## src/three_band_biquad_equalizer_defines.svh

```systemverilog
// Assertion macros for the three-band biquad equalizer.
// Expects signals named clock and reset in the scope where a macro is used.
`ifndef THREE_BAND_BIQUAD_EQUALIZER_DEFINES_SVH
`define THREE_BAND_BIQUAD_EQUALIZER_DEFINES_SVH

// Property checked on every rising clock edge, ignored while reset is high.
`define TBBQ_ASSERT_RUN(label, prop, msg) \
   label: assert property (@(posedge clock) disable iff (reset) prop) \
      else $error(msg);

// Property checked on every rising clock edge, reset included.
`define TBBQ_ASSERT_ALWAYS(label, prop, msg) \
   label: assert property (@(posedge clock) prop) else $error(msg);

`endif

```

## src/tbbq_pkg.sv

```systemverilog
// Shared types and constants for the three-band biquad equalizer.
// No dependencies; imported by the CSR interface and every module.
package tbbq_pkg;

   // Coefficient format: 32-bit two's complement.
   localparam int COEF_BITS     = 32;
   // Guard bits kept above the sample width in the filter history.
   localparam int GUARD_BITS    = 4;
   // Products per biquad section: x, x1, x2, y1, y2.
   localparam int TAPS          = 5;
   localparam int NUM_COEFS     = 15;
   localparam int COEF_IDX_BITS = 4;
   localparam int STEP_BITS     = 3;
   localparam int HIST_WORDS    = 4;

   // Configuration port geometry.
   localparam int CSR_INDEX_BITS = 4;
   localparam int CSR_DATA_BITS  = 64;

   // Raw pattern of 1.0 in Q2.30, the reset value of every b0.
   localparam logic [COEF_BITS-1:0] COEF_UNITY = 32'h4000_0000;

   typedef logic signed [COEF_BITS-1:0] coef_type;
   typedef logic [COEF_IDX_BITS-1:0]    coef_idx_type;
   typedef logic [STEP_BITS-1:0]        step_type;
   typedef logic [1:0]                  hist_word_type;

   // History word positions within one channel and band.
   localparam hist_word_type HW_X1 = 2'd0;
   localparam hist_word_type HW_X2 = 2'd1;
   localparam hist_word_type HW_Y1 = 2'd2;
   localparam hist_word_type HW_Y2 = 2'd3;

   // Controls from the sequencer to the multiply-accumulate unit.
   typedef struct packed {
      logic mul_en;
      logic acc_clear;
      logic acc_en;
   } mac_ctrl_type;

   // Reset value of coefficient k: b0 of each band is unity, all else zero.
   function automatic coef_type coef_reset_value(input int k);
      return (k % TAPS == 0) ? coef_type'(COEF_UNITY) : coef_type'(0);
   endfunction

endpackage

```

## src/tbbq_coef_regs.sv

```systemverilog
// Coefficient register file: fifteen Q2.30 coefficients, two per write.
// Depends on tbbq_pkg.
module tbbq_coef_regs import tbbq_pkg::*; (
   input  logic                      clock,
   input  logic                      reset,
   input  logic                      wr_en,
   input  logic [CSR_INDEX_BITS-1:0] wr_index,
   input  logic [CSR_DATA_BITS-1:0]  wr_data,
   input  coef_idx_type              rd_sel,
   output coef_type                  rd_coef
);

   coef_type coef_ff [NUM_COEFS];
   coef_type coef_in [NUM_COEFS];

   // Register i holds coefficient 2i in its low half and 2i+1 in its high half.
   // The last register has only a low half; indexes past the list match nothing.
   always_comb begin
      for (int k = 0; k < NUM_COEFS; k++) begin
         coef_in[k] = coef_ff[k];
         if (wr_en && (wr_index == CSR_INDEX_BITS'(k >> 1))) begin
            if (k[0]) begin
               coef_in[k] = coef_type'(wr_data[CSR_DATA_BITS-1:COEF_BITS]);
            end else begin
               coef_in[k] = coef_type'(wr_data[COEF_BITS-1:0]);
            end
         end
      end
   end

   always_ff @(posedge clock) begin
      if (reset) begin
         for (int k = 0; k < NUM_COEFS; k++) begin
            coef_ff[k] <= coef_reset_value(k);
         end
      end else begin
         coef_ff <= coef_in;
      end
   end

   // Read port for the multiplier.
   assign rd_coef = (rd_sel < COEF_IDX_BITS'(NUM_COEFS)) ? coef_ff[rd_sel] : '0;

endmodule

```

## config.mk

```make
export PLATFORM = sky130hd
export DESIGN_NAME = tbbq_coef_regs
export DESIGN_NICKNAME = d
export VERILOG_FILES = /design/src/three_band_biquad_equalizer_defines.svh /design/src/tbbq_pkg.sv /design/src/tbbq_coef_regs.sv
export SDC_FILE = /design/constraint.sdc
export NUM_CORES = 1
export LEC_CHECK = 0
export ABC_AREA = 1
export BUFFER_PORTS_ARGS = -buffer_cell sky130_fd_sc_hd__buf_2
export CAP_MARGIN = 20
export CELL_PAD_IN_SITES_DETAIL_PLACEMENT = 1
export CELL_PAD_IN_SITES_GLOBAL_PLACEMENT = 1
export CORE_MARGIN = 2
export CORE_UTILIZATION = 26
export DETAILED_ROUTE_END_ITERATION = 7
export PLACE_DENSITY_LB_ADDON = 0.1
export SLEW_MARGIN = 20
export SYNTH_ARGS = -nofsm -noshare
export SYNTH_HDL_FRONTEND = slang
export SYNTH_SLANG_ARGS = --single-unit
```

## constraint.sdc

```tcl
create_clock -name clock -period 1.29 [get_ports clock]
set_input_delay 0.258 -clock clock [delete_from_list [all_inputs] [get_ports clock]]
set_output_delay 0.258 -clock clock [all_outputs]
set_load 0.05 [all_outputs]
```

==> summary.txt <==
Timing
  – Final worst slack: -0.614 ns
  – Max-slew violations: 0
  – Clk_skew: 0 ns
  – Fmax: 525 MHz
  – Period utilization: 148%
  – Rel. slew slack: 67.3%
  – Finish-stage setup viols: 32
  – RSZ-0062 raised after global routing: yes
  – Min Tclk post-route: 1.90 ns
  – Hold Vio Cnt, Final: 0
  – Worst Tran Pin Value: 0.491 ns

Detailed routing
  – Vias per inst: 4.73
  – Drt first-iter violations: 883
  – Antenna-violating nets left: 0
  – DR pass1 iterations: 5
  – Via count: 21,800
  – DRC viols: 0
  – Wire length per cell: 19.2 um
  – Final WL: 88,500 um

Clocking
  – CTS tree: yes
  – Max clock buf depth: 3
  – TritonCTS Buffers: 60
  – H-tree depth: 2
  – Root buf cell: clkbuf_16
  – Later-pin clock latency in the skew report: 0.61 ns
  – Sink Count: 480
  – Clk slew on worst S/H paths: 0.06 ns

Yosys
  – Post-synth top area share: 44.1%
  – Post-synthesis net count: 3,318
  – Synth area leader: dfxtp_1
  – Synth warn: 0
  – Cells after synthesis: 3,243
  – Post-Syn Area: 0.0218 mm2
  – Mapped Avg Cell Area: 6.72 um2
  – #FFs+latches synth: 480
  – Register area share after synthesis: 44.1%
  – Yosys cell types: 21
  – Area contributors post-synth: dfxtp_1 (44%), nand2_1 (12%), a21oi_1 (9.4%), o21ai_0 (7.6%), inv_1 (7.1%)

Run status
  – Status: finished, violations left
  – Failing checks: negative setup slack

Job
  – Max-Cap Viols: 0

Floorplan
  – Io pins: 107
  – Die Area: 0.0861 mm2
  – Die Wd: 293 um
  – Initial Utilization: 26.2%
  – Die H: 293 um
  – Rows: 106
  – Core Region: 0.0833 mm2

Finish
  – Most frequent cells in the layout: nand2_1 (555), a21oi_1 (408), dfxtp_1 (349)
  – Synthesis-to-finish area growth: 38.0%
  – Nets: 3,557
  – Most flops, register: coef_ff
  – Most common cell after layout, fill and taps aside: nand2_1
  – Final-layout fill cell count: 10,100
  – Layout cells sized above 1: 29.2%
  – Top flop regs: coef_ff (480)
  – Number of flip-flops under the largest register name: 480
  – Final Instance Count excl. Fillers: 4,612

Global route
  – Global-route wire length before repair: 136,000 um
  – Vias in the first global route: 22,400
  – Initial antenna violation count: 9
  – Largest net degree at the start of global routing: 90
  – GRT Util Overall: 20.4%
  – Total grt overflow: 0

Critical path
  – R2R depth: 4
  – WS Path Type: reg -> out
  – CP required: 1.03 ns
  – CP Capture Type: primary output
  – RR Startpoint: coef_ff[107]$_SDFFE_PP0P_
  – Worst R2R End: coef_ff[107]$_SDFFE_PP0P_
  – CP arrival: 1.65 ns
  – Crit-path max FO: 2
  – Critical path launch point type: register
  – Reg2Reg Setup Slack: 0.52 ns

Power
  – Total Power: 37.7 mW
  – Lkg Pwr: 12.3 nW
  – Max IR drop VDD: 1.12 mV
  – Pwr dens: 1250 mW/mm2

Min path
  – Tightest Hold Check Type: in -> reg
  – Worst Hold Path EP: coef_ff[59]$_SDFFE_PP0P_
  – WHS Path Cells: 3
  – Worst Hold Launch: wr_data[59]

Placement
  – Place WS: -0.634 ns
  – Routability cong.: 0.769
  – I/O Buffers: 106
  – DP Cell Count: 4,440
  – DP Wirelength: 59,200 um
## area by class of cell
cell class,count,area (um2),area share (%)
Antenna cell,3,7.51,0.0250
Clock inverter,14,120,0.399
Clock buffer,95,1850,6.17
Sequential cell,480,9770,32.5
Inverter,444,1740,5.77
Multi-Input combinational cell,2073,10800,35.8
Tap cell,1080,1350,4.49
Timing Repair Buffer,423,4470,14.9
## cells in the mapped netlist
| cell | count |
|---|---|
| a21oi_1 | 408 |
| buf_1 | 13 |
| buf_2 | 124 |
| buf_4 | 12 |
| buf_6 | 5 |
| clkbuf_1 | 87 |
| clkbuf_2 | 5 |
| clkinv_1 | 19 |
| dfxtp_1 | 480 |
| inv_1 | 415 |
| inv_2 | 10 |
| nand2_1 | 685 |
| nand3_1 | 261 |
| nand3_2 | 3 |
| nand3b_1 | 8 |
| nor2_1 | 219 |
| nor2_2 | 1 |
| nor2_4 | 2 |
| o211ai_1 | 21 |
| o21ai_0 | 333 |
| o21ai_1 | 132 |
## layer usage
layer | track usage (%) | part of all wire, % | vias to the layer above
met1 | 27.4 | 48 | 10600
met5 | 0 | 0.066 | -
met3 | 2.74 | 2.8 | 119
li1 | - | - | 10800
met2 | 34.7 | 47 | 246
met4 | 4.39 | 1.9 | 8
## worst max-delay path, cell delays in order, from the launching register on
cell	delay, ns
dfxtp_2	0.34
nand3_1	0.07
nand2_1	0.09
nor2_1	0.04
nand2_1	0.07
nand3_2	0.13
nand2_8	0.13
buf_12	0.14
## report_power, final
part / internal (mW) / switching, mW
logic: 2.02 / 3.34
registers: 15.2 / 0.110
clock network: 10.1 / 6.88
total: 27.3 / 10.3
## per-stage QoR
| step | setup TNS [ns] | hold WS (ns) | cell area [um2] | utilization, % |
|---|---|---|---|---|
| after floorplan | -2.28 | 0.327 | 22700 | - |
| after global placement | -103.21 | 0.430 | 26500 | 31.8 |
| after detailed placement | -118.23 | 0.438 | 26500 | 31.8 |
| final | -17.54 | 0.0257 | 30100 | 36.1 |
| after CTS | -19.68 | 0.000583 | 29300 | 35.1 |
| after global routing | -21.11 | 0.0113 | 30100 | 36.1 |
## worst max-delay path by stage
| stage | to | start |
|---|---|---|
| 6_report | rd_coef[13] | coef_ff[237]$_SDFFE_PP0P_ |
| 5_1_grt | rd_coef[10] | coef_ff[202]$_SDFFE_PP0P_ |
| 4_1_cts | rd_coef[11] | coef_ff[331]$_SDFFE_PP0P_ |
| 3_5_place_dp | rd_coef[12] | rd_sel[0] |
| 3_3_place_gp | rd_coef[12] | rd_sel[1] |
| 2_1_floorplan | rd_coef[19] | rd_sel[0] |
## repair_timing
| action | in CTS | in global routing |
|---|---|---|
| hold endpoints to repair | 71 | 0 |
| cloned | 0 | 0 |
| setup endpoints to repair | 32 | 32 |
| setup buffers | 11 | 13 |
| gates resized for setup | 149 | 357 |
| pin swaps | 96 | 184 |
| hold buffers | 36 | 0 |
## cells by family (layout without fill, tap and decap cells)
logic type             after synthesis  count (layout)  share of synthesized area, %
and+or+nand+nor                   1179            1179                          22.1
AOI/OAI and AO/OA                  894             894                          20.8
buffers and inverters              690             976                          13.0
DFF                                480             480                          44.1
other                                0               3                             0
Power figures use the tool's default switching activity.
