--- src/three_band_biquad_equalizer_defines.svh ---
// Assertion macros for the three-band biquad equalizer.
// Expects signals named clock and reset in the scope where a macro is used.
`ifndef THREE_BAND_BIQUAD_EQUALIZER_DEFINES_SVH
`define THREE_BAND_BIQUAD_EQUALIZER_DEFINES_SVH

// Property checked on every rising clock edge, ignored while reset is high.
`define TBBQ_ASSERT_RUN(label, prop, msg) \
   label: assert property (@(posedge clock) disable iff (reset) prop) \
      else $error(msg);

// Property checked on every rising clock edge, reset included.
`define TBBQ_ASSERT_ALWAYS(label, prop, msg) \
   label: assert property (@(posedge clock) prop) else $error(msg);

`endif

--- src/tbbq_pkg.sv ---
// Shared types and constants for the three-band biquad equalizer.
// No dependencies; imported by the CSR interface and every module.
package tbbq_pkg;

   // Coefficient format: 32-bit two's complement.
   localparam int COEF_BITS     = 32;
   // Guard bits kept above the sample width in the filter history.
   localparam int GUARD_BITS    = 4;
   // Products per biquad section: x, x1, x2, y1, y2.
   localparam int TAPS          = 5;
   localparam int NUM_COEFS     = 15;
   localparam int COEF_IDX_BITS = 4;
   localparam int STEP_BITS     = 3;
   localparam int HIST_WORDS    = 4;

   // Configuration port geometry.
   localparam int CSR_INDEX_BITS = 4;
   localparam int CSR_DATA_BITS  = 64;

   // Raw pattern of 1.0 in Q2.30, the reset value of every b0.
   localparam logic [COEF_BITS-1:0] COEF_UNITY = 32'h4000_0000;

   typedef logic signed [COEF_BITS-1:0] coef_type;
   typedef logic [COEF_IDX_BITS-1:0]    coef_idx_type;
   typedef logic [STEP_BITS-1:0]        step_type;
   typedef logic [1:0]                  hist_word_type;

   // History word positions within one channel and band.
   localparam hist_word_type HW_X1 = 2'd0;
   localparam hist_word_type HW_X2 = 2'd1;
   localparam hist_word_type HW_Y1 = 2'd2;
   localparam hist_word_type HW_Y2 = 2'd3;

   // Controls from the sequencer to the multiply-accumulate unit.
   typedef struct packed {
      logic mul_en;
      logic acc_clear;
      logic acc_en;
   } mac_ctrl_type;

   // Reset value of coefficient k: b0 of each band is unity, all else zero.
   function automatic coef_type coef_reset_value(input int k);
      return (k % TAPS == 0) ? coef_type'(COEF_UNITY) : coef_type'(0);
   endfunction

endpackage

--- src/tbbq_hist.sv ---
// Filter history store: x1, x2, y1, y2 for every channel and band.
// Depends on tbbq_pkg.
module tbbq_hist import tbbq_pkg::*; #(
   parameter int CHANNELS  = 2,
   parameter int BANDS     = 3,
   parameter int HIST_BITS = 28,
   localparam int CH_BITS   = (CHANNELS > 1) ? $clog2(CHANNELS) : 1,
   localparam int BAND_BITS = (BANDS > 1) ? $clog2(BANDS) : 1
) (
   input  logic                        clock,
   input  logic                        reset,
   input  logic [CH_BITS-1:0]          chan,
   input  logic [BAND_BITS-1:0]        band,
   input  hist_word_type               rd_word_sel,
   output logic signed [HIST_BITS-1:0] rd_word,
   input  logic                        wr_en,
   input  logic signed [HIST_BITS-1:0] wr_x,
   input  logic signed [HIST_BITS-1:0] wr_y
);

   logic signed [HIST_BITS-1:0] hist_ff [CHANNELS][BANDS][HIST_WORDS];
   logic signed [HIST_BITS-1:0] hist_in [CHANNELS][BANDS][HIST_WORDS];

   // At the end of a band, shift the input and output delay lines by one.
   always_comb begin
      hist_in = hist_ff;
      if (wr_en) begin
         hist_in[chan][band][HW_X2] = hist_ff[chan][band][HW_X1];
         hist_in[chan][band][HW_X1] = wr_x;
         hist_in[chan][band][HW_Y2] = hist_ff[chan][band][HW_Y1];
         hist_in[chan][band][HW_Y1] = wr_y;
      end
   end

   always_ff @(posedge clock) begin
      if (reset) begin
         hist_ff <= '{default: '0};
      end else begin
         hist_ff <= hist_in;
      end
   end

   assign rd_word = hist_ff[chan][band][rd_word_sel];

endmodule

--- config.mk ---
export PLATFORM = sky130hd
export DESIGN_NAME = tbbq_hist
export DESIGN_NICKNAME = d
export VERILOG_FILES = /design/src/three_band_biquad_equalizer_defines.svh /design/src/tbbq_pkg.sv /design/src/tbbq_hist.sv
export SDC_FILE = /design/constraint.sdc
export NUM_CORES = 2
export LEC_CHECK = 0
export ABC_AREA = 1
export BUFFER_PORTS_ARGS = -buffer_cell sky130_fd_sc_hd__buf_2
export CELL_PAD_IN_SITES_DETAIL_PLACEMENT = 0
export CELL_PAD_IN_SITES_GLOBAL_PLACEMENT = 1
export CORE_ASPECT_RATIO = 0.9
export CORE_MARGIN = 4
export CORE_UTILIZATION = 48
export CTS_CLUSTER_DIAMETER = 60
export DETAILED_ROUTE_END_ITERATION = 7
export GPL_TIMING_DRIVEN = 0
export PLACE_DENSITY_LB_ADDON = 0.15
export SLEW_MARGIN = 20
export SYNTH_ARGS = -nofsm -noshare
export SYNTH_HDL_FRONTEND = slang
export SYNTH_SLANG_ARGS = --single-unit
--- constraint.sdc ---
create_clock -name clock -period 2.95 [get_ports clock]
set_input_delay 0.4425 -clock clock [delete_from_list [all_inputs] [get_ports clock]]
set_output_delay 0.4425 -clock clock [all_outputs]
set_load 0.005 [all_outputs]
==> summary.txt <==
Power
  – Static leakage: between 0.01 and 0.015 uW
  – Cell Pwr Density: 624 nW/um^2
  – Max rail drop VDD: about 0.48 mV

Worst setup path
  – Slowest stage delay, CP: around 0.61 ns
  – Setup CP Type: in2out
  – Buf/Inv on CP: 5
  – Worst path slowest cell: clkbuf_2
  – RR Startpoint: hist_ff[432]$_SDFFE_PP0P_
  – Crit end category: output pin
  – Critical path startpoint: chan
  – CP Launch Type: input pin
  – Required time of the critical path: 2.51 ns
  – Crit path max-delay family: buffers and inverters
  – Maximum fanout along the worst path: 10
  – R2R setup slack: between 1 and 1.5 ns
  – Worst endpoint data arrival time: between 2 and 3 ns
  – Critical Path End: rd_word[16]
  – CP Cell Sequence: buf_2 -> buf_4 -> inv_2 -> clkbuf_2 -> nand2_1 -> nand3_1 -> nand4_1 -> nand3_2 -> nand2_1 -> buf_2
  – Crit path depth: 10
  – Reg2Reg Depth: 5
  – FF-to-FF End: hist_ff[180]$_SDFFE_PP0P_

Logic synthesis
  – Area contributors post-synth: dfxtp_1, nor2_1, o21ai_0
  – Post-Syn Instances: 4,547
  – Sequential area share after synthesis: ~44%
  – Post-Syn Area per Cell: roughly 6.7 um^2
  – Syn Nets: 4,611
  – Synth Register Bits: roughly 670
  – Share of the synthesized area in the top cell type: 44.4%
  – Cell taking the most area after synthesis: dfxtp_1
  – Synth unique cells: 19
  – Syn Std Cell Area: 30,300 um^2
  – Synth Warn #: 0

GRT
  – Grt ovf: 0
  – Largest net degree at the start of global routing: 13
  – All-Layer GR Usage: around 43%
  – Antenna violations before repair: 3
  – First-pass GRT wire length: between 200,000 and 250,000 um
  – Vias in the first global route: between 30,000 and 40,000

Cells and area
  – Filler instances: approximately 6,500
  – Top Registers: hist_ff: 672 flops
  – Sequential cell area: 13,500 um^2
  – Max FFs per register: approximately 670
  – Nets: approximately 4,800
  – Final non-filler cell total: approximately 5,600
  – Design Area, Final: around 35,000 um^2
  – Top reg by flops: hist_ff
  – Area Overhead vs Synth: 14.9%
  – Final Core Density: a little under three fifths
  – Share of cells above drive strength 1: roughly 8.5%
  – Leading cell types in the layout, fill and taps excluded: nor2_1, dfxtp_1, nand2_1, o21ai_0, inv_1
  – Commonest non-fill, non-tap cell in the layout: nor2_1
  – Multi-input combinational cell area: 13,600 um^2

Placement
  – HPWL after DPL: 103,000 um
  – Placed cell area: 31,800 um^2
  – Placed Cells: around 5,500
  – Port Buffers: a little over 90
  – GPL Wtd Cong: roughly 1.1

Timing
  – Final Hold Violating Endpoints: 0
  – Least-Margin Pin Slew: around 1.3 ns
  – Setup TNS: -1.35 ns
  – Max-slew headroom: ~13%
  – Hold WS: approximately 0.12 ns
  – Layout Skew: 0.0166 ns
  – Fin crit period: approximately 3.1 ns
  – Slew Limit Fails: 0
  – Min setup slack post-route: -0.165 ns
  – Final setup viols: 21
  – Period utilisation layout: 106%
  – Fmax: ~320 MHz

Drt
  – Initial DRC count: 4,972
  – Final ANT Viol Nets: 0
  – # DRC: 0
  – Via count: 33,146
  – Vias/cell: approximately 5.9
  – Drt total wl: between 100,000 and 150,000 um
  – DR WL/cell: around 27 um
  – Pre-Repair DR Iteration Count: 6

Min path
  – Worst Hold Class: in2reg

Run status
  – Status: finished, violations left
  – Failing checks: negative setup slack

Clock network
  – Clock Path Buffers: 3
  – Clock slew at reported path FFs: approximately 0.060 ns
  – CTS tree: built
  – H-tree levels: 3
  – # hold bufs at CTS: 0
  – Sink Count: around 670
  – Worst-Skew Late Latency: between 0.6 and 0.7 ns
  – Root Driver: clkbuf_16
  – TritonCTS buffer count: 73

Die
  – Num ports: between 90 and 100
  – Effective utilization at floorplan: between 40% and 50%
  – Core area: about 63,000 um^2
  – Die area: about 67,000 um^2
  – Die Y: around 250 um
  – # rows: slightly below 90
  – Die extent in x: between 200 and 300 um

Job
  – Max_cap viols: 0
[Yosys cell counts, drive strengths merged]
library cell	instances
nor2	823
a21oi	285
or2	44
dfxtp	672
o21ai	677
nand3	374
inv	560
clkinv	1
nand2	602
clkbuf	285
nand3b	6
nand4	110
o211ai	50
buf	58
[cell type report]
type / instances / share of cell area, %
multi-input cells: 2971 / 39.0
well taps: 845 / 3.04
clock buffers: 118 / 6.52
diodes: 5 / 0.0359
clock inverters: 8 / 0.147
flip-flops and latches: 672 / 38.6
plain buffers: 343 / 5.16
inverters: 561 / 6.05
repair buffers: 94 / 1.41
[metal layers]
| layer | track usage, % | vias to the layer above | routed length, um |
|---|---|---|---|
| met1 | 56.9 | 15449 | 57900 |
| met2 | 61.5 | 2290 | 59700 |
| met5 | 0 | - | 106 |
| met4 | 26.4 | 3 | 10700 |
| li1 | - | 14896 | - |
| met3 | 14.6 | 508 | 21000 |
[cells by family (layout without fill, tap and decap cells)]
family                 after synthesis  count (layout)  synth area share (%)
and+or+nand+nor                   1959            1959                  27.2
AOI/OAI and AO/OA                 1012            1012                  17.1
other                                0               5                     0
buffers and inverters              904            1124                  11.3
DFF                                672             672                  44.4
[worst min path at each step]
stage	startpoint	end	slack, ns	depth (start not counted)
after floorplan	hist_ff[100]$_SDFFE_PP0P_	hist_ff[100]$_SDFFE_PP0P_	0.43	2
after global placement	hist_ff[165]$_SDFFE_PP0P_	hist_ff[165]$_SDFFE_PP0P_	0.44	2
after detailed placement	hist_ff[52]$_SDFFE_PP0P_	hist_ff[52]$_SDFFE_PP0P_	0.44	2
after CTS	wr_y[21]	hist_ff[385]$_SDFFE_PP0P_	0.12	3
after global routing	wr_y[17]	hist_ff[381]$_SDFFE_PP0P_	0.15	3
final	wr_y[21]	hist_ff[385]$_SDFFE_PP0P_	0.12	3
[stage by stage]
step	total power [uW]	setup WS [ns]
3_5_place_dp	12400	-1.29
6_report	21700	-0.165
2_1_floorplan	11100	0.909
4_1_cts	21400	-0.0685
3_3_place_gp	12400	-1.30
5_1_grt	22100	-0.00420
[worst register-to-register path: cells and delay by family, from the launching register on]
kind / cells / cell delay, ns
flip-flops: 1 / 0.31
AND/OR/NAND/NOR: 5 / 1.17
[repair_timing]
action / CTS / global route
resized for setup: 268 / 77
endpoints found under the setup margin: 28 / 27
buffers inserted: 3 / 0
pin swaps: 1 / 3
[where the power goes]
group	internal (uW)	switching (uW)
clock	5250	4010
sequential	9400	120
combinational	743	2210
Power figures use the tool's default switching activity.
