`src/three_band_biquad_equalizer_defines.svh`:
```
// Assertion macros for the three-band biquad equalizer.
// Expects signals named clock and reset in the scope where a macro is used.
`ifndef THREE_BAND_BIQUAD_EQUALIZER_DEFINES_SVH
`define THREE_BAND_BIQUAD_EQUALIZER_DEFINES_SVH

// Property checked on every rising clock edge, ignored while reset is high.
`define TBBQ_ASSERT_RUN(label, prop, msg) \
   label: assert property (@(posedge clock) disable iff (reset) prop) \
      else $error(msg);

// Property checked on every rising clock edge, reset included.
`define TBBQ_ASSERT_ALWAYS(label, prop, msg) \
   label: assert property (@(posedge clock) prop) else $error(msg);

`endif

```
`src/tbbq_pkg.sv`:
```
// Shared types and constants for the three-band biquad equalizer.
// No dependencies; imported by the CSR interface and every module.
package tbbq_pkg;

   // Coefficient format: 32-bit two's complement.
   localparam int COEF_BITS     = 32;
   // Guard bits kept above the sample width in the filter history.
   localparam int GUARD_BITS    = 4;
   // Products per biquad section: x, x1, x2, y1, y2.
   localparam int TAPS          = 5;
   localparam int NUM_COEFS     = 15;
   localparam int COEF_IDX_BITS = 4;
   localparam int STEP_BITS     = 3;
   localparam int HIST_WORDS    = 4;

   // Configuration port geometry.
   localparam int CSR_INDEX_BITS = 4;
   localparam int CSR_DATA_BITS  = 64;

   // Raw pattern of 1.0 in Q2.30, the reset value of every b0.
   localparam logic [COEF_BITS-1:0] COEF_UNITY = 32'h4000_0000;

   typedef logic signed [COEF_BITS-1:0] coef_type;
   typedef logic [COEF_IDX_BITS-1:0]    coef_idx_type;
   typedef logic [STEP_BITS-1:0]        step_type;
   typedef logic [1:0]                  hist_word_type;

   // History word positions within one channel and band.
   localparam hist_word_type HW_X1 = 2'd0;
   localparam hist_word_type HW_X2 = 2'd1;
   localparam hist_word_type HW_Y1 = 2'd2;
   localparam hist_word_type HW_Y2 = 2'd3;

   // Controls from the sequencer to the multiply-accumulate unit.
   typedef struct packed {
      logic mul_en;
      logic acc_clear;
      logic acc_en;
   } mac_ctrl_type;

   // Reset value of coefficient k: b0 of each band is unity, all else zero.
   function automatic coef_type coef_reset_value(input int k);
      return (k % TAPS == 0) ? coef_type'(COEF_UNITY) : coef_type'(0);
   endfunction

endpackage

```
`src/tbbq_mac.sv`:
```
// Shared multiply-accumulate unit with rounding and saturation of a band output.
// Depends on tbbq_pkg for the coefficient type and the control struct.
module tbbq_mac import tbbq_pkg::*; #(
   parameter int HIST_BITS      = 28,
   parameter int COEF_FRAC_BITS = 30
) (
   input  logic                        clock,
   input  mac_ctrl_type                ctrl,
   input  logic signed [HIST_BITS-1:0] operand,
   input  coef_type                    coef,
   output logic signed [HIST_BITS-1:0] band_y
);

   localparam int PROD_BITS = HIST_BITS + COEF_BITS;
   // Five products need three more bits.
   localparam int ACC_BITS  = PROD_BITS + 3;
   localparam int TOP_LSB   = COEF_FRAC_BITS + HIST_BITS - 1;
   localparam logic [ACC_BITS-1:0]  ROUND_HALF = ACC_BITS'(1) << (COEF_FRAC_BITS - 1);
   localparam logic [HIST_BITS-1:0] HIST_MAX   = {1'b0, {(HIST_BITS-1){1'b1}}};
   localparam logic [HIST_BITS-1:0] HIST_MIN   = {1'b1, {(HIST_BITS-1){1'b0}}};

   logic signed [PROD_BITS-1:0] product_ff;
   logic signed [PROD_BITS-1:0] product_in;
   logic signed [PROD_BITS-1:0] mult_w;
   logic [ACC_BITS-1:0]         acc_ff;
   logic [ACC_BITS-1:0]         acc_in;
   logic [ACC_BITS-1:0]         sum_w;
   logic [ACC_BITS-TOP_LSB-1:0] top_bits_w;
   logic                        in_range_w;

   // Multiplier stage.
   assign mult_w     = operand * coef;
   assign product_in = ctrl.mul_en ? mult_w : product_ff;

   // Accumulator starts at one half LSB of the result so the final shift rounds.
   assign sum_w  = acc_ff + {{(ACC_BITS-PROD_BITS){product_ff[PROD_BITS-1]}}, product_ff};
   assign acc_in = ctrl.acc_clear ? ROUND_HALF : (ctrl.acc_en ? sum_w : acc_ff);

   always_ff @(posedge clock) begin
      product_ff <= product_in;
      acc_ff     <= acc_in;
   end

   // Floor shift by the fraction width, then clamp to the history width.
   assign top_bits_w = sum_w[ACC_BITS-1:TOP_LSB];
   assign in_range_w = (&top_bits_w) || !(|top_bits_w);
   assign band_y     = in_range_w ? signed'(sum_w[TOP_LSB:COEF_FRAC_BITS])
                                  : signed'(sum_w[ACC_BITS-1] ? HIST_MIN : HIST_MAX);

endmodule

```
`config.mk`:
```
export PLATFORM = sky130hd
export DESIGN_NAME = tbbq_mac
export DESIGN_NICKNAME = d
export VERILOG_FILES = /design/src/three_band_biquad_equalizer_defines.svh /design/src/tbbq_pkg.sv /design/src/tbbq_mac.sv
export SDC_FILE = /design/constraint.sdc
export NUM_CORES = 2
export LEC_CHECK = 0
export BUFFER_PORTS_ARGS = -buffer_cell sky130_fd_sc_hd__buf_2
export CORE_ASPECT_RATIO = 1.4
export CORE_MARGIN = 8
export CORE_UTILIZATION = 60
export DETAILED_ROUTE_END_ITERATION = 8
export PLACE_DENSITY = 0.75
export SLEW_MARGIN = 20
export SYNTH_ARGS = -nofsm -noshare
export SYNTH_HDL_FRONTEND = slang
export SYNTH_SLANG_ARGS = --single-unit
export TNS_END_PERCENT = 1
```
`constraint.sdc`:
```
create_clock -name clock -period 18.4 [get_ports clock]
set_input_delay 0.92 -clock clock [delete_from_list [all_inputs] [get_ports clock]]
set_output_delay 0.92 -clock clock [all_outputs]
set_load 0.005 [all_outputs]
```
==> flow_metrics.env <==
export IMPL_cts_sinks=123
export IMPL_reg2reg_to="acc_ff[59]"
export IMPL_synth_area_per_cell_um2=9.26
export IMPL_clock_latency_ps=440
export IMPL_fin_crit_ps=9140
export IMPL_drc_errors=0
export IMPL_die_y_um=321
export IMPL_cts_tree="yes"
export IMPL_port_buffers=91
export IMPL_grt_pass1_wl_um=175000
export IMPL_endpoint_kind="flip-flop"
export IMPL_synth_area_mm2=0.0400
export IMPL_max_freq_mhz=109
export IMPL_antenna_found_initial=2
export IMPL_hold_start="acc_ff[23]"
export IMPL_track_usage=0.304
export IMPL_hpwl_um=85300
export IMPL_postCtsHoldBufs=0
export IMPL_ys_seq_elements=123
export IMPL_synth_yosys_seq_area_share=0.0766
export IMPL_synthesis_nets=5566
export IMPL_rsz0062_at_grt="false"
export IMPL_cap_violations=0
export IMPL_finalMaxSlewViolations=0
export IMPL_cts_max_level=4
export IMPL_finalSetupViolCount=0
export IMPL_synth_ff_type="dfxtp_1"
export IMPL_core_mm2=0.0663
export IMPL_finalClockSkew_ps=10.1
export IMPL_routed_via_density=5.79
export IMPL_async_reset_ff_frac=0
export IMPL_wire_per_inst_um=21.7
export IMPL_antenna_left=0
export IMPL_start_util=0.603
export IMPL_slew_headroom=0.359
export IMPL_die_area_mm2=0.0753
export IMPL_io_pins=92
export IMPL_clkTransAtPathRegs_ps=60
export IMPL_ctsRootBufferMaster="clkbuf_16"
export IMPL_drive_above_1_share=0.0375
export IMPL_grt_max_degree=66
export IMPL_required_ps=18590
export IMPL_synth_cell_types=86
export IMPL_drtIter0Drc=1851
export IMPL_synth_edff_count=60
export IMPL_setup_tns_final_ps=0
export IMPL_overflow=0
export IMPL_fillers=5600
export IMPL_syn_to_final_growth_pct=3.03
export IMPL_cts_made_buffers=17
export IMPL_postCtsSetupRepairBufs=0
export IMPL_dr_pass1_iters=6
export IMPL_r2r_start="product_ff[6]"
export IMPL_worstMarginPinSlew_ps=959
export IMPL_cp_data_arrival_time_ps=9330
export IMPL_r2r_slack_ps=14870
export IMPL_gp_congestion=0.939
export IMPL_fin_crit_sh=0.497
export IMPL_min_path_type="flip-flop to flip-flop"
export IMPL_die_w_um=234
export IMPL_clock_path_buffers=2
export IMPL_crit_fanout=32
export IMPL_num_vias=29300
export IMPL_synth_cells=4319
export IMPL_grt_pass1_vias=32300
export IMPL_crit_type="primary input to flip-flop"
export IMPL_hold_viol=0
export IMPL_whs_endpoint="acc_ff[23]"
export IMPL_num_rows=112
export IMPL_yosysWarnings=0
export IMPL_post_cts_resized=0
export IMPL_final_nets=5447
export IMPL_min_path_cells=2
export IMPL_status="finished, final reports clean"
export IMPL_reg2reg_depth=13
export IMPL_critPathLaunchType="primary input"
export IMPL_diodes=0
export IMPL_routed_wl_um=110000
[worst max path at each step]
stage	start	endpoint
4_1_cts	operand[1]	product_ff[57]
6_report	operand[1]	product_ff[57]
5_1_grt	operand[1]	product_ff[57]
2_1_floorplan	coef[31]	product_ff[57]
3_5_place_dp	operand[1]	product_ff[57]
3_3_place_gp	operand[1]	product_ff[57]
[worst max-delay path, stage by stage]
cell,delay (ps)
buf_2,470
nand2_1,260
inv_1,130
fa_1,420
inv_1,210
fa_1,500
inv_1,280
fa_1,570
fa_1,810
inv_1,370
fa_1,580
inv_1,50
fa_1,550
fa_1,410
ha_1,290
ha_1,390
a2111oi_0,510
o41ai_1,200
o21a_1,210
nor2_1,110
o211ai_1,160
a2111o_1,420
a31o_2,240
a21oi_1,170
xnor2_1,90
[routing by layer]
layer  global-route usage  up-vias  share of wire
met5                    0        -        0.00012
met4                0.200        2          0.077
met3               0.0441      443          0.063
met2                0.543     1170           0.52
met1                0.332    15000           0.34
li1                     -    12700              -
[layout by cell type, fill, tap and decap left out, drive strengths merged, types with 14 or more instances in the layout]
cell and count:
o21ai 92, xor2 44, nor3 19, nand2b 24
nor2b 51, ha 255, a211oi 17, and2 472
edfxtp 60, clkbuf 18, nand2 483, xnor2 83
mux2i 49, o21a 16, inv 939, nand3 22
o211ai 14, fa 928, a21o 69, dfxtp 63
nor2 101, o21bai 19, a21oi 137, nand4 26
buf 98
[kinds of logic (layout without fill, tap and decap cells)]
| family | after synthesis | count (layout) | synth area share |
|---|---|---|---|
| fa+ha+maj | 1183 | 1183 | 0.544 |
| flops | 123 | 123 | 0.0766 |
| buf+inv | 1173 | 1067 | 0.113 |
| mux | 52 | 52 | 0.0131 |
| simple gates | 1239 | 1239 | 0.157 |
| compound gates | 422 | 422 | 0.0678 |
| xor+xnor | 127 | 127 | 0.0280 |
[registers in the layout (all words and copies together) (netlist names)]
signal	cells
acc_ff	63
product_ff	60
[Yosys cell counts, types with 4 or more instances]
cell type / number / area, um^2
a211o_1: 4 / 35.0
a211oi_1: 15 / 113
a21boi_0: 4 / 30.0
a21o_1: 68 / 510
a21oi_1: 135 / 676
a221oi_1: 5 / 43.8
a31oi_1: 9 / 56.3
and2_1: 471 / 2950
and3_1: 12 / 75.1
and4_1: 4 / 35.0
buf_1: 4 / 15.0
buf_2: 6 / 30.0
buf_4: 5 / 37.5
buf_6: 6 / 67.6
clkbuf_1: 207 / 777
dfxtp_1: 63 / 1260
edfxtp_1: 60 / 1800
fa_1: 928 / 18600
ha_1: 255 / 3190
inv_1: 937 / 3520
mux2i_1: 49 / 490
nand2_1: 483 / 1810
nand2b_1: 24 / 150
nand3_1: 22 / 110
nand4_1: 26 / 163
nor2_1: 101 / 379
nor2b_1: 51 / 319
nor3_1: 18 / 90.1
o211ai_1: 13 / 97.6
o21a_1: 15 / 113
o21ai_0: 69 / 345
o21ai_1: 21 / 105
o21bai_1: 19 / 143
o31ai_1: 4 / 30.0
or2_2: 6 / 37.5
or3_1: 4 / 25.0
xnor2_1: 82 / 718
xor2_1: 44 / 385
[cell type report]
class                      instances  area [um^2]  area share
clock buffer                      18          429      0.0104
tap                              855         1070      0.0260
clock inverter                    14          194     0.00471
sequential                       123         3060      0.0743
timing repair buffer              98          510      0.0124
multi-input combinational       3023        32400       0.787
inverter                         937         3520      0.0854
[through the flow]
stage	hold slack, ps	setup WS (ps)	utilization	instance area (um^2)	instances
2_1_floorplan	450	9790	-	40000	4319
3_3_place_gp	462	8980	0.612	40600	5036
3_5_place_dp	465	8810	0.612	40600	5036
4_1_cts	475	9280	0.622	41200	5068
5_1_grt	497	8740	0.622	41200	5068
6_report	477	9260	0.622	41200	5068
Power is left out: the tool's default activity adds up to more than one toggle a clock period on the data nets, which glitch-free logic cannot reach.
